==> src/design/glyph_atlas_lru_cache_core_assert.svh <==
// Assertion macros shared by the glyph atlas cache RTL.
`ifndef GLYPH_ATLAS_LRU_CACHE_CORE_ASSERT_SVH
`define GLYPH_ATLAS_LRU_CACHE_CORE_ASSERT_SVH

// Same-cycle implication, sampled on clk, quiet during reset
`define GALC_ASSERT_NOW(lbl, ante, cons) \
  lbl: assert property (@(posedge clk) disable iff (!rst_n) (ante) |-> (cons)) \
    else $error("glyph atlas cache check failed");

// Next-cycle implication, sampled on clk, quiet during reset
`define GALC_ASSERT_NEXT(lbl, ante, cons) \
  lbl: assert property (@(posedge clk) disable iff (!rst_n) (ante) |=> (cons)) \
    else $error("glyph atlas cache check failed");

`endif

==> src/design/galc_pkg.sv <==
// Shared types and constants of the glyph atlas cache.
package galc_pkg;

  localparam int unsigned SLOTS_DEFAULT = 256;
  localparam int unsigned CODE_W        = 16;
  localparam int unsigned STAMP_W       = 64;
  localparam int unsigned ROW_LOG2_W    = 3;
  localparam int unsigned OUT_INDEX_W   = 8;
  localparam int unsigned OUT_RC_W      = 4;
  localparam int unsigned CFG_ADDR_W    = 2;
  localparam int unsigned CFG_DATA_W    = 32;

  localparam logic [ROW_LOG2_W-1:0] ROW_LOG2_RESET = 3'd4;
  localparam logic [ROW_LOG2_W-1:0] ROW_LOG2_MAX   = 3'd4;

  // Register byte address of row_length_log2
  localparam logic [CFG_ADDR_W-1:0] REG_ROW_LENGTH_LOG2 = 2'd0;

  typedef enum logic [2:0] {
    ST_IDLE,
    ST_SCAN,
    ST_DRAIN,
    ST_COMMIT,
    ST_FINISH
  } galc_state_t;

  typedef struct packed {
    logic accept;
    logic scan_rd;
    logic commit;
    logic load_out;
  } galc_cmd_t;

  typedef struct packed {
    logic present;
    logic filled_zero;
    logic scan_last;
    logic out_blocked;
  } galc_stat_t;

endpackage

==> src/design/galc_ctrl.sv <==
// Sequencer of the glyph atlas cache: accept, scan, decide, deliver.
module galc_ctrl import galc_pkg::*; (
  input  logic       clk,
  input  logic       rst_n,
  input  logic       in_valid,
  output logic       in_ready,
  input  galc_stat_t stat,
  output galc_cmd_t  cmd
);

  galc_state_t state_r, state_nxt;

  // Next state
  always_comb begin
    state_nxt = state_r;
    unique case (state_r)
      ST_IDLE: begin
        if (in_valid) begin
          priority if (!stat.present) begin
            state_nxt = ST_FINISH;
          end else if (stat.filled_zero) begin
            state_nxt = ST_COMMIT;
          end else begin
            state_nxt = ST_SCAN;
          end
        end
      end
      ST_SCAN: begin
        if (stat.scan_last) begin
          state_nxt = ST_DRAIN;
        end
      end
      ST_DRAIN:  state_nxt = ST_COMMIT;
      ST_COMMIT: state_nxt = ST_FINISH;
      ST_FINISH: begin
        if (!stat.out_blocked) begin
          state_nxt = ST_IDLE;
        end
      end
      default:   state_nxt = ST_IDLE;
    endcase
  end

  // Commands to the datapath
  always_comb begin
    cmd      = '0;
    in_ready = 1'b0;
    unique case (state_r)
      ST_IDLE: begin
        in_ready   = 1'b1;
        cmd.accept = in_valid;
      end
      ST_SCAN:   cmd.scan_rd  = 1'b1;
      ST_DRAIN:  cmd          = '0;
      ST_COMMIT: cmd.commit   = 1'b1;
      ST_FINISH: cmd.load_out = !stat.out_blocked;
      default:   cmd          = '0;
    endcase
  end

  always_ff @(posedge clk) begin
    if (!rst_n) begin
      state_r <= ST_IDLE;
    end else begin
      state_r <= state_nxt;
    end
  end

endmodule

==> config.mk <==
export PLATFORM = sky130hd
export DESIGN_NAME = galc_ctrl
export DESIGN_NICKNAME = d
export VERILOG_FILES = /design/src/design/glyph_atlas_lru_cache_core_assert.svh /design/src/design/galc_pkg.sv /design/src/design/galc_ctrl.sv
export SDC_FILE = /design/constraint.sdc
export NUM_CORES = 1
export LEC_CHECK = 0
export ABC_AREA = 1
export BUFFER_PORTS_ARGS = -buffer_cell sky130_fd_sc_hd__buf_4
export CAP_MARGIN = 10
export CELL_PAD_IN_SITES_DETAIL_PLACEMENT = 0
export CELL_PAD_IN_SITES_GLOBAL_PLACEMENT = 1
export CORE_AREA = 2 2 39 41
export CTS_BUF_LIST = sky130_fd_sc_hd__clkbuf_16
export DETAILED_ROUTE_END_ITERATION = 6
export DIE_AREA = 0 0 41 43
export HOLD_SLACK_MARGIN = 0.02
export PLACE_DENSITY_LB_ADDON = 0.15
export SYNTH_ARGS = -nofsm -noshare
export SYNTH_HDL_FRONTEND = slang
export SYNTH_SLANG_ARGS = --single-unit
==> constraint.sdc <==
create_clock -name clk -period 1.1 [get_ports clk]
set_input_delay 0.055 -clock clk [delete_from_list [all_inputs] [get_ports clk]]
set_output_delay 0.055 -clock clk [all_outputs]
set_load 0.01 [all_outputs]
==> results of run 1 <==
==> repair_timing <==
| action | in CTS | in global routing |
|---|---|---|
| buffers inserted | 1 | 0 |
| endpoints found under the setup margin | 5 | 6 |
| hold buffers | 0 | 0 |
| gates resized for setup | 6 | 7 |
| pin swaps | 1 | 3 |
==> cells in the final DEF (no fill, tap or decap) <==
cell type	count
nand2_2	1
nand3_2	1
clkbuf_16	3
nand4_1	1
o21ai_0	1
inv_1	6
nor2_2	1
o22ai_1	1
nor4_4	1
inv_2	1
nor3_1	1
buf_4	12
nor2_4	1
nand3_4	2
nand2_1	5
dfxtp_4	3
nand3_1	3
nor2_1	6
nor3b_2	1
==> metal layers <==
layer | share of wire | track usage | wire (um)
met5 | 0 | 0 | 0
met4 | 0.032 | 0.100 | 22
met2 | 0.50 | 0.138 | 341
met1 | 0.43 | 0.0962 | 289
met3 | 0.038 | 0.0366 | 26
==> metrics by stage <==
stage               utilization  hold WS, ns  total power, mW
detailed placement        0.236        0.310            0.846
global placement          0.236        0.308            0.864
floorplan                     -        0.157            0.627
global route              0.335       0.0918             1.72
CTS                       0.311       0.0784             1.52
finish                    0.335       0.0761             1.61
==> synth_stat cells, drive strengths merged <==
cell type  number  area, sq um
nand2           6         22.5
o22ai           1         6.26
nand4           1         6.26
dfxtp           3         60.1
nor2            8         32.5
nor3b           1         12.5
inv             6         22.5
o21ai           1         5.00
nand3           6         45.0
nor3            1         5.00
nor4            1         6.26
==> worst max-delay path by stage <==
stage / to / depth (start not counted)
2_1_floorplan: cmd[0] / 2
3_3_place_gp: state_r[0]$_SDFFE_PN0P_ / 6
3_5_place_dp: state_r[0]$_SDFFE_PN0P_ / 6
4_1_cts: cmd[0] / 3
5_1_grt: state_r[0]$_SDFFE_PN0P_ / 6
6_report: cmd[3] / 4
==> where the power goes <==
group	total, mW	internal (mW)	switching (mW)	leakage (nW)
combinational	0.727	0.339	0.388	0.156
clock	0.578	0.470	0.109	0.0423
sequential	0.305	0.191	0.115	0.0267
total	1.61	1.00	0.611	0.225
==> final cells by class <==
type	count	area, sq um
clock buffer	3	75.1
multi-input combinational	26	181
timing repair buffer	12	90.1
sequential	3	71.3
tap	16	20.0
fill	150	920
inverter	6	22.5
clock inverter	1	3.75
==> worst min-delay path, delay by kind of cell <==
| kind | cells | cell delay, ns |
|---|---|---|
| and+or+nand+nor | 2 | 0.12 |
| buffers and inverters | 1 | 0.09 |
==> kinds of logic (layout without fill, tap and decap cells) <==
group,count (synthesis),in the layout,share of synthesized area
AO/OA/AOI/OAI,2,2,0.0503
buffers and inverters,6,22,0.101
AND/OR/NAND/NOR,24,24,0.581
flip-flops,3,3,0.268
==> impl_metrics.csv, run 1 <==
group,metric,value,unit
status,status,"finished, final reports clean",
logic_synthesis,syn-cell-area,224,sq um
floorplan,fp.dieH,43,um
worst_setup_path,r2r-start,"state_r[1]$_SDFFE_PN0P_",
place,dp.cells,62,
route,wirelength,679,um
route,dr.pass1.iters,4,
floorplan,die-area,1760,sq um
sta,rsz0062_at_grt,"yes",
worst_setup_path,cp.required,1.04,ns
min_path,hold_end,"state_r[0]$_SDFFE_PN0P_",
min_path,holdCritStartpoint,"rst_n",
floorplan,fp-row-count,14,
route,vias,279,
cts,clock-sinks,3,
worst_setup_path,path_delay_family,"flip-flops",
power_and_ir_drop,power_leakage,0.225,nW
cts,cts_buffer_depth,2,
worst_setup_path,reg2reg_slack,0.07,ns
worst_setup_path,path_cells,"nor2_4, nand2_2, nor2_2, buf_4",
sta,skew,0.00261,ns
sta,tightestPinTransition,0.176,ns
sta,hold_viol,0,
sta,period_needed,1.06,ns
finish,largest_reg_flops,3,
finish,antennaDiodeCount,0,
route,drtIter0Drc,7,
worst_setup_path,worst_setup_path_start_kind,"register",
finish,fin_area,464,sq um
place,place_area,327,sq um
sta,slew_violations,0,
power_and_ir_drop,irDropWorstVdd,1.25,mV
worst_setup_path,reg2regPathDepth,7,
sta,slew_headroom,0.882,
worst_setup_path,crit_path_max_incr_delay,0.36,ns
floorplan,fp.dieW,41,um
worst_setup_path,regToRegEndpoint,"state_r[0]$_SDFFE_PN0P_",
min_path,whs_path_depth,3,
finish,nets,59,
worst_setup_path,end_kind,"output pin",
logic_synthesis,synth_area_per_cell,6.40,sq um
floorplan,core_area,1380,sq um
finish,drive_gt1_frac,0.529,
logic_synthesis,seq_area_frac_synth,0.268,
finish,area_growth,107,%
route,via_per_inst,4.16,
cts,path_clk_slew,0.03,ns
sta,fmax,0.941,GHz
worst_setup_path,startpoint,"state_r[1]$_SDFFE_PN0P_",
logic_synthesis,netlist_instances,35,
sta,fin_ws,0.0376,ns
place,routabilityCongestion,0.714,
sta,fin_setup_tns,0,ns
worst_setup_path,cp.arrival,1.01,ns
power_and_ir_drop,p_per_area,3470,nW/um^2
worst_setup_path,path_buf_inv,1,
global_routing,grt_overflow_total,0,
place,hpwl,515,um
route,routedWlPerCell,10.1,um
worst_setup_path,critPathMaxFanout,6,
finish,max_flop_register,"state_r",
logic_synthesis,synth_seq_cells,3,
logic_synthesis,syn_nets,42,
place,port_buffers,11,
global_routing,antenna_found_initial,0,
global_routing,grt_max_degree,8,
global_routing,grt_pass1_vias,259,
worst_setup_path,slowest_stage,"dfxtp_4",
route,drc,0,
global_routing,track_usage,0.0963,
route,ant_nets,0,
sta,fin_crit_sh,0.966,
cts,cts_tree,"built",
cts,cts_inserted_buffers,3,
logic_synthesis,synth_cell_types,14,
logic_synthesis,yosysWarnings,0,
floorplan,io_pins,12,
floorplan,initial_core_util,0.162,
cts,htreeDepth,1,
min_path,hold_path_class,"input pin to register",
finish,instances_no_fill,67,
cts,clock_latency,0.23,ns
global_routing,grt_pass1_wl,1.05,mm
worst_setup_path,crit_type,"register to output pin",
finish,reg_top3,"state_r: 3 flops",
place,post-place-ws,0.0711,ns
cts,cts_root_buf,"clkbuf_16",
job,max_cap_viol_count,0,
sta,finalSetupViolCount,0,
Power figures use the tool's default switching activity.
==> run 2: changes to the inputs <==
==> constraint.sdc (replaced) <==
create_clock -name clk -period 1.1 [get_ports clk]
set_input_delay 0.22 -clock clk [delete_from_list [all_inputs] [get_ports clk]]
set_output_delay 0.22 -clock clk [all_outputs]
set_load 0.01 [all_outputs]
==> run 2 against run 1 <==
  * The run now ends with setup timing left
  * Sequential power rose by 1%
  * Flip-flop and latch count unchanged
  * Die area unchanged
  * Core utilization up 4.0 points
  * Count of clock-buffer cells in the layout stayed put
  * Total power up 13%
  * Register-to-register slack worse by 0.05 ns
  * Fmax is 12% lower
  * Critical path type unchanged
  * Largest power group unchanged
==> impl_metrics.csv, run 2 (same netlist as run 1, synthesis figures left out) <==
group,metric,value,unit
floorplan,core_area,1380,sq um
worst_setup_path,regToRegEndpoint,"state_r[0]$_SDFFE_PN0P_",
global_routing,track_usage,0.0911,
sta,skew,0.000689,ns
route,dr.pass1.iters,1,
cts,cts_inserted_buffers,3,
sta,whs,0.248,ns
job,max_cap_viol_count,0,
sta,fin_setup_tns,-0.357,ns
finish,largest_reg_flops,3,
sta,finalSetupViolCount,5,
sta,fin_ws,-0.108,ns
finish,reg_top3,"state_r: 3 flops",
cts,path_clk_slew,0.03,ns
global_routing,grt_pass1_wl,1.04,mm
sta,tightestPinTransition,0.176,ns
floorplan,fp.dieH,43,um
sta,hold_viol,0,
finish,area_growth,132,%
place,place_area,340,sq um
worst_setup_path,critPathMaxFanout,6,
finish,final_common_cell,"buf_4",
power_and_ir_drop,irDropWorstVdd,1.37,mV
power_and_ir_drop,power_leakage,0.248,nW
min_path,hold_path_class,"input pin to register",
worst_setup_path,cp.required,0.88,ns
finish,drive_gt1_frac,0.648,
worst_setup_path,cp.arrival,0.99,ns
finish,max_flop_register,"state_r",
route,vias,293,
global_routing,antenna_found_initial,0,
worst_setup_path,path_delay_family,"flip-flops",
power_and_ir_drop,p_per_area,3490,nW/um^2
floorplan,initial_core_util,0.162,
sta,period_needed,1.21,ns
worst_setup_path,worst_setup_path_start_kind,"register",
worst_setup_path,reg2reg_slack,0.02,ns
place,post-place-ws,-0.0105,ns
cts,cts_root_buf,"clkbuf_16",
floorplan,die-area,1760,sq um
route,via_per_inst,4.19,
global_routing,grt_pass1_vias,282,
min_path,holdCritStartpoint,"rst_n",
cts,cts_tree,"built",
floorplan,fp.dieW,41,um
worst_setup_path,slowest_stage,"dfxtp_4",
route,drc,0,
route,wirelength,657,um
route,drtIter0Drc,0,
cts,cts_buffer_depth,2,
finish,layout_common_cells,"buf_4 (14), nand2_1 (5), nor2_1 (5), inv_1 (5)",
global_routing,grt_overflow_total,0,
finish,post-route-util,0.375,
route,ant_nets,0,
status,status,"complete, but fails checks",
worst_setup_path,reg2regPathDepth,7,
sta,slew_violations,0,
worst_setup_path,crit_path_max_incr_delay,0.37,ns
finish,nets,62,
sta,fmax,0.828,GHz
worst_setup_path,path_cells,"nor2_4, nand2_2, nor2_2, buf_4",
sta,fin_crit_sh,1.10,
cts,htreeDepth,1,
min_path,hold_end,"state_r[0]$_SDFFE_PN0P_",
sta,rsz0062_at_grt,"yes",
worst_setup_path,path_buf_inv,1,
place,routabilityCongestion,0.668,
global_routing,grt_max_degree,7,
worst_setup_path,r2r-start,"state_r[1]$_SDFFE_PN0P_",
floorplan,io_pins,12,
route,routedWlPerCell,9.39,um
finish,antennaDiodeCount,0,
finish,fin_area,519,sq um
worst_setup_path,end_kind,"output pin",
status,violations,"setup timing",
floorplan,fp-row-count,14,
worst_setup_path,crit_type,"register to output pin",
sta,slew_headroom,0.882,
cts,clock-sinks,3,
place,hpwl,453,um
cts,clock_latency,0.22,ns
min_path,whs_path_depth,3,
place,port_buffers,11,
[run 2: layout make-up]
type,count,area (sq um)
fill,138,865
multi-input combinational,26,208
timing repair buffer,15,116
clock buffer,3,75.1
sequential,3,71.3
inverter,6,25.0
tap,16,20.0
clock inverter,1,3.75
[run 2: how the worst max path moves through the flow]
stage / startpoint / end / slack, ns / cells after the start
finish: state_r[1]$_SDFFE_PN0P_ / cmd[3] / -0.11 / 4
floorplan: state_r[2]$_SDFFE_PN0P_ / cmd[0] / 0.09 / 2
global route: state_r[1]$_SDFFE_PN0P_ / cmd[3] / -0.17 / 4
detailed placement: state_r[1]$_SDFFE_PN0P_ / cmd[3] / -0.01 / 4
global placement: state_r[0]$_SDFFE_PN0P_ / cmd[3] / 0.02 / 4
CTS: state_r[1]$_SDFFE_PN0P_ / cmd[0] / -0.13 / 2
[run 2: worst register-to-register path: stages (launching register included)]
cell     delay, ns
dfxtp_4       0.37
nor2_4        0.12
buf_4         0.15
nand3_4       0.09
nand3_4       0.11
nand2_1       0.05
inv_1         0.04
nor2_1        0.04
[run 2: stage by stage]
stage | std cells | power [mW]
final | 70 | 1.81
after global routing | 70 | 1.95
after CTS | 70 | 1.65
after detailed placement | 63 | 0.878
after global placement | 63 | 0.894
after floorplan | 35 | 0.638
[run 2: timing repair]
action | in CTS | in global routing
pin swaps | 2 | 4
hold endpoints to repair | 0 | 0
buffers inserted | 3 | 1
hold buffers | 0 | 0
endpoints found under the setup margin | 5 | 7
gates resized for setup | 9 | 11
[run 2: metal layers]
layer | vias to the layer above | wire length, um | global-route usage
li1 | 154 | - | -
met1 | 134 | 252 | 0.0987
met2 | 5 | 367 | 0.131
met3 | 0 | 37 | 0.0314
met4 | 0 | 0 | 0.0800
met5 | - | 0 | 0
[run 2: power breakdown]
group          internal [mW]  switching, mW  leakage [nW]
clock                  0.468         0.0932        0.0423
combinational          0.472          0.471         0.179
sequential             0.191          0.118        0.0267
total                   1.13          0.682         0.248
==> run 3: changes to the inputs <==
CORE_AREA = 3 3 40 42   (was 2 2 39 41)
DIE_AREA = 0 0 43 45   (was 0 0 41 43)
==> run 3 against run 2 <==
  * Total power is 2.6% higher
  * Largest cell class unchanged
  * Critical path type unchanged
  * Clock skew is 0.00064 ns lower
  * First-iteration DRC count is 2 higher
  * Critical endpoint is now cmd[0]
  * Design area shrank 0.24%
  * Register-to-register slack worse by 0.04 ns
  * The flow still finishes with violations (setup timing)
  * Cell count grew 2.9%
  * Flip-flop and latch count unchanged
  * Clock power about the same
  * Critical path depth shrank 2
  * Core utilization increased by 2.8 points
==> impl_metrics.csv, run 3 (same netlist as run 1, synthesis figures left out) <==
group,metric,value,unit
status,status,"complete, but fails checks",
status,violations,"setup timing",
global_routing,grt_max_degree,7,
sta,rsz0062_at_grt,"yes",
global_routing,grt_overflow_total,0,
finish,largest_reg_flops,3,
place,port_buffers,11,
route,wirelength,702,um
global_routing,antenna_found_initial,0,
route,vias,293,
worst_setup_path,r2r-start,"state_r[2]$_SDFFE_PN0P_",
worst_setup_path,cp.required,0.88,ns
min_path,holdCritStartpoint,"rst_n",
worst_setup_path,crit_type,"register to output pin",
worst_setup_path,end_kind,"output pin",
floorplan,fp.dieW,43,um
min_path,hold_path_class,"input pin to register",
finish,post-route-util,0.403,
power_and_ir_drop,irDropWorstVdd,1.57,mV
route,via_per_inst,4.07,
worst_setup_path,crit_path_max_incr_delay,0.36,ns
finish,nets,65,
place,hpwl,514,um
power_and_ir_drop,power_leakage,0.260,nW
route,ant_nets,0,
route,dr.pass1.iters,2,
floorplan,fp.dieH,45,um
finish,area_growth,131,%
worst_setup_path,slowest_stage,"dfxtp_4",
finish,layout_common_cells,"buf_4 (16), nor2_1 (6), nand2_1 (5), inv_1 (5)",
cts,cts_tree,"built",
global_routing,grt_pass1_wl,1.08,mm
global_routing,track_usage,0.0773,
power_and_ir_drop,power.total,1.86,mW
cts,cts_root_buf,"clkbuf_16",
cts,path_clk_slew,0.03,ns
finish,max_flop_register,"state_r",
floorplan,io_pins,12,
worst_setup_path,critPathMaxFanout,6,
sta,fin_crit_sh,1.09,
job,max_cap_viol_count,0,
route,drtIter0Drc,2,
cts,clock_latency,0.22,ns
finish,drive_gt1_frac,0.632,
cts,clock-sinks,3,
cts,cts_buffer_depth,2,
floorplan,core_area,1280,sq um
cts,htreeDepth,1,
sta,fmax,0.830,GHz
sta,tightestPinTransition,0.186,ns
sta,slew_violations,0,
power_and_ir_drop,p_per_area,3590,nW/um^2
sta,hold_viol,0,
sta,slew_headroom,0.875,
floorplan,fp-row-count,13,
sta,finalSetupViolCount,6,
finish,reg_top3,"state_r: 3 flops",
finish,final_common_cell,"buf_4",
finish,antennaDiodeCount,0,
worst_setup_path,worst_setup_path_start_kind,"register",
place,routabilityCongestion,0.714,
sta,skew,0.0000520,ns
cts,cts_inserted_buffers,3,
cts,hold_buffers,0,
worst_setup_path,startpoint,"state_r[1]$_SDFFE_PN0P_",
floorplan,die-area,1940,sq um
worst_setup_path,cp.arrival,0.98,ns
route,routedWlPerCell,9.75,um
route,drc,0,
sta,fin_ws,-0.104,ns
floorplan,initial_core_util,0.174,
worst_setup_path,path_cells,"nor4_2, buf_4",
sta,period_needed,1.20,ns
global_routing,grt_pass1_vias,276,
run 3: worst max-delay path: cells and delay by family, from the launching register on:
family | cells | cell delay, ns
flip-flops | 1 | 0.36
buffers and inverters | 1 | 0.16
AND/OR/NAND/NOR | 1 | 0.25
run 3: path summary, 6_finish.rpt:
| path | cells past startpoint | slack (ns) | endpoint |
|---|---|---|---|
| worst max-delay path | 2 | -0.10 | cmd[0] |
| worst min-delay path | 3 | 0.24 | state_r[0]$_SDFFE_PN0P_ |
| worst max register to register | 7 | -0.02 | state_r[2]$_SDFFE_PN0P_ |
| worst min register to register | 4 | 0.59 | state_r[0]$_SDFFE_PN0P_ |
run 3: per-stage QoR:
| step | TNS (ns) | worst slack [ns] | cells | instance area [sq um] | hold slack (ns) |
|---|---|---|---|---|---|
| 3_5_place_dp | 0 | 0.00748 | 62 | 339 | 0.473 |
| 2_1_floorplan | 0 | 0.0915 | 35 | 230 | 0.341 |
| 3_3_place_gp | 0 | 0.0157 | 62 | 339 | 0.482 |
| 5_1_grt | -0.800 | -0.155 | 72 | 518 | 0.261 |
| 4_1_cts | -0.463 | -0.113 | 71 | 475 | 0.242 |
| 6_report | -0.375 | -0.104 | 72 | 518 | 0.239 |
run 3: final cells by class:
| cell class | instances | area, sq um |
|---|---|---|
| repair buffers | 18 | 143 |
| flip-flops and latches | 3 | 71.3 |
| inverters | 6 | 22.5 |
| multi-input cells | 26 | 184 |
| well taps | 15 | 18.8 |
| fillers | 131 | 767 |
| clock inverters | 1 | 3.75 |
| clock buffers | 3 | 75.1 |
run 3: timing repair:
action | in CTS | in global routing
pin swaps | 3 | 3
endpoints found under the setup margin | 5 | 8
gates resized for setup | 9 | 8
buffers inserted | 5 | 1
run 3: metal layers:
metal  GRT usage  vias up  wire length, um
met3      0.0279        0               29
met5           0        -                0
met4      0.0723        0                0
met1      0.0839      127              285
met2       0.117        5              387
li1            -      161                -
run 3: report_power, final:
group / switching, mW / internal (mW) / total [mW]
logic: 0.470 / 0.553 / 1.02
registers: 0.0859 / 0.190 / 0.276
clock network: 0.0931 / 0.468 / 0.561
total: 0.649 / 1.21 / 1.86
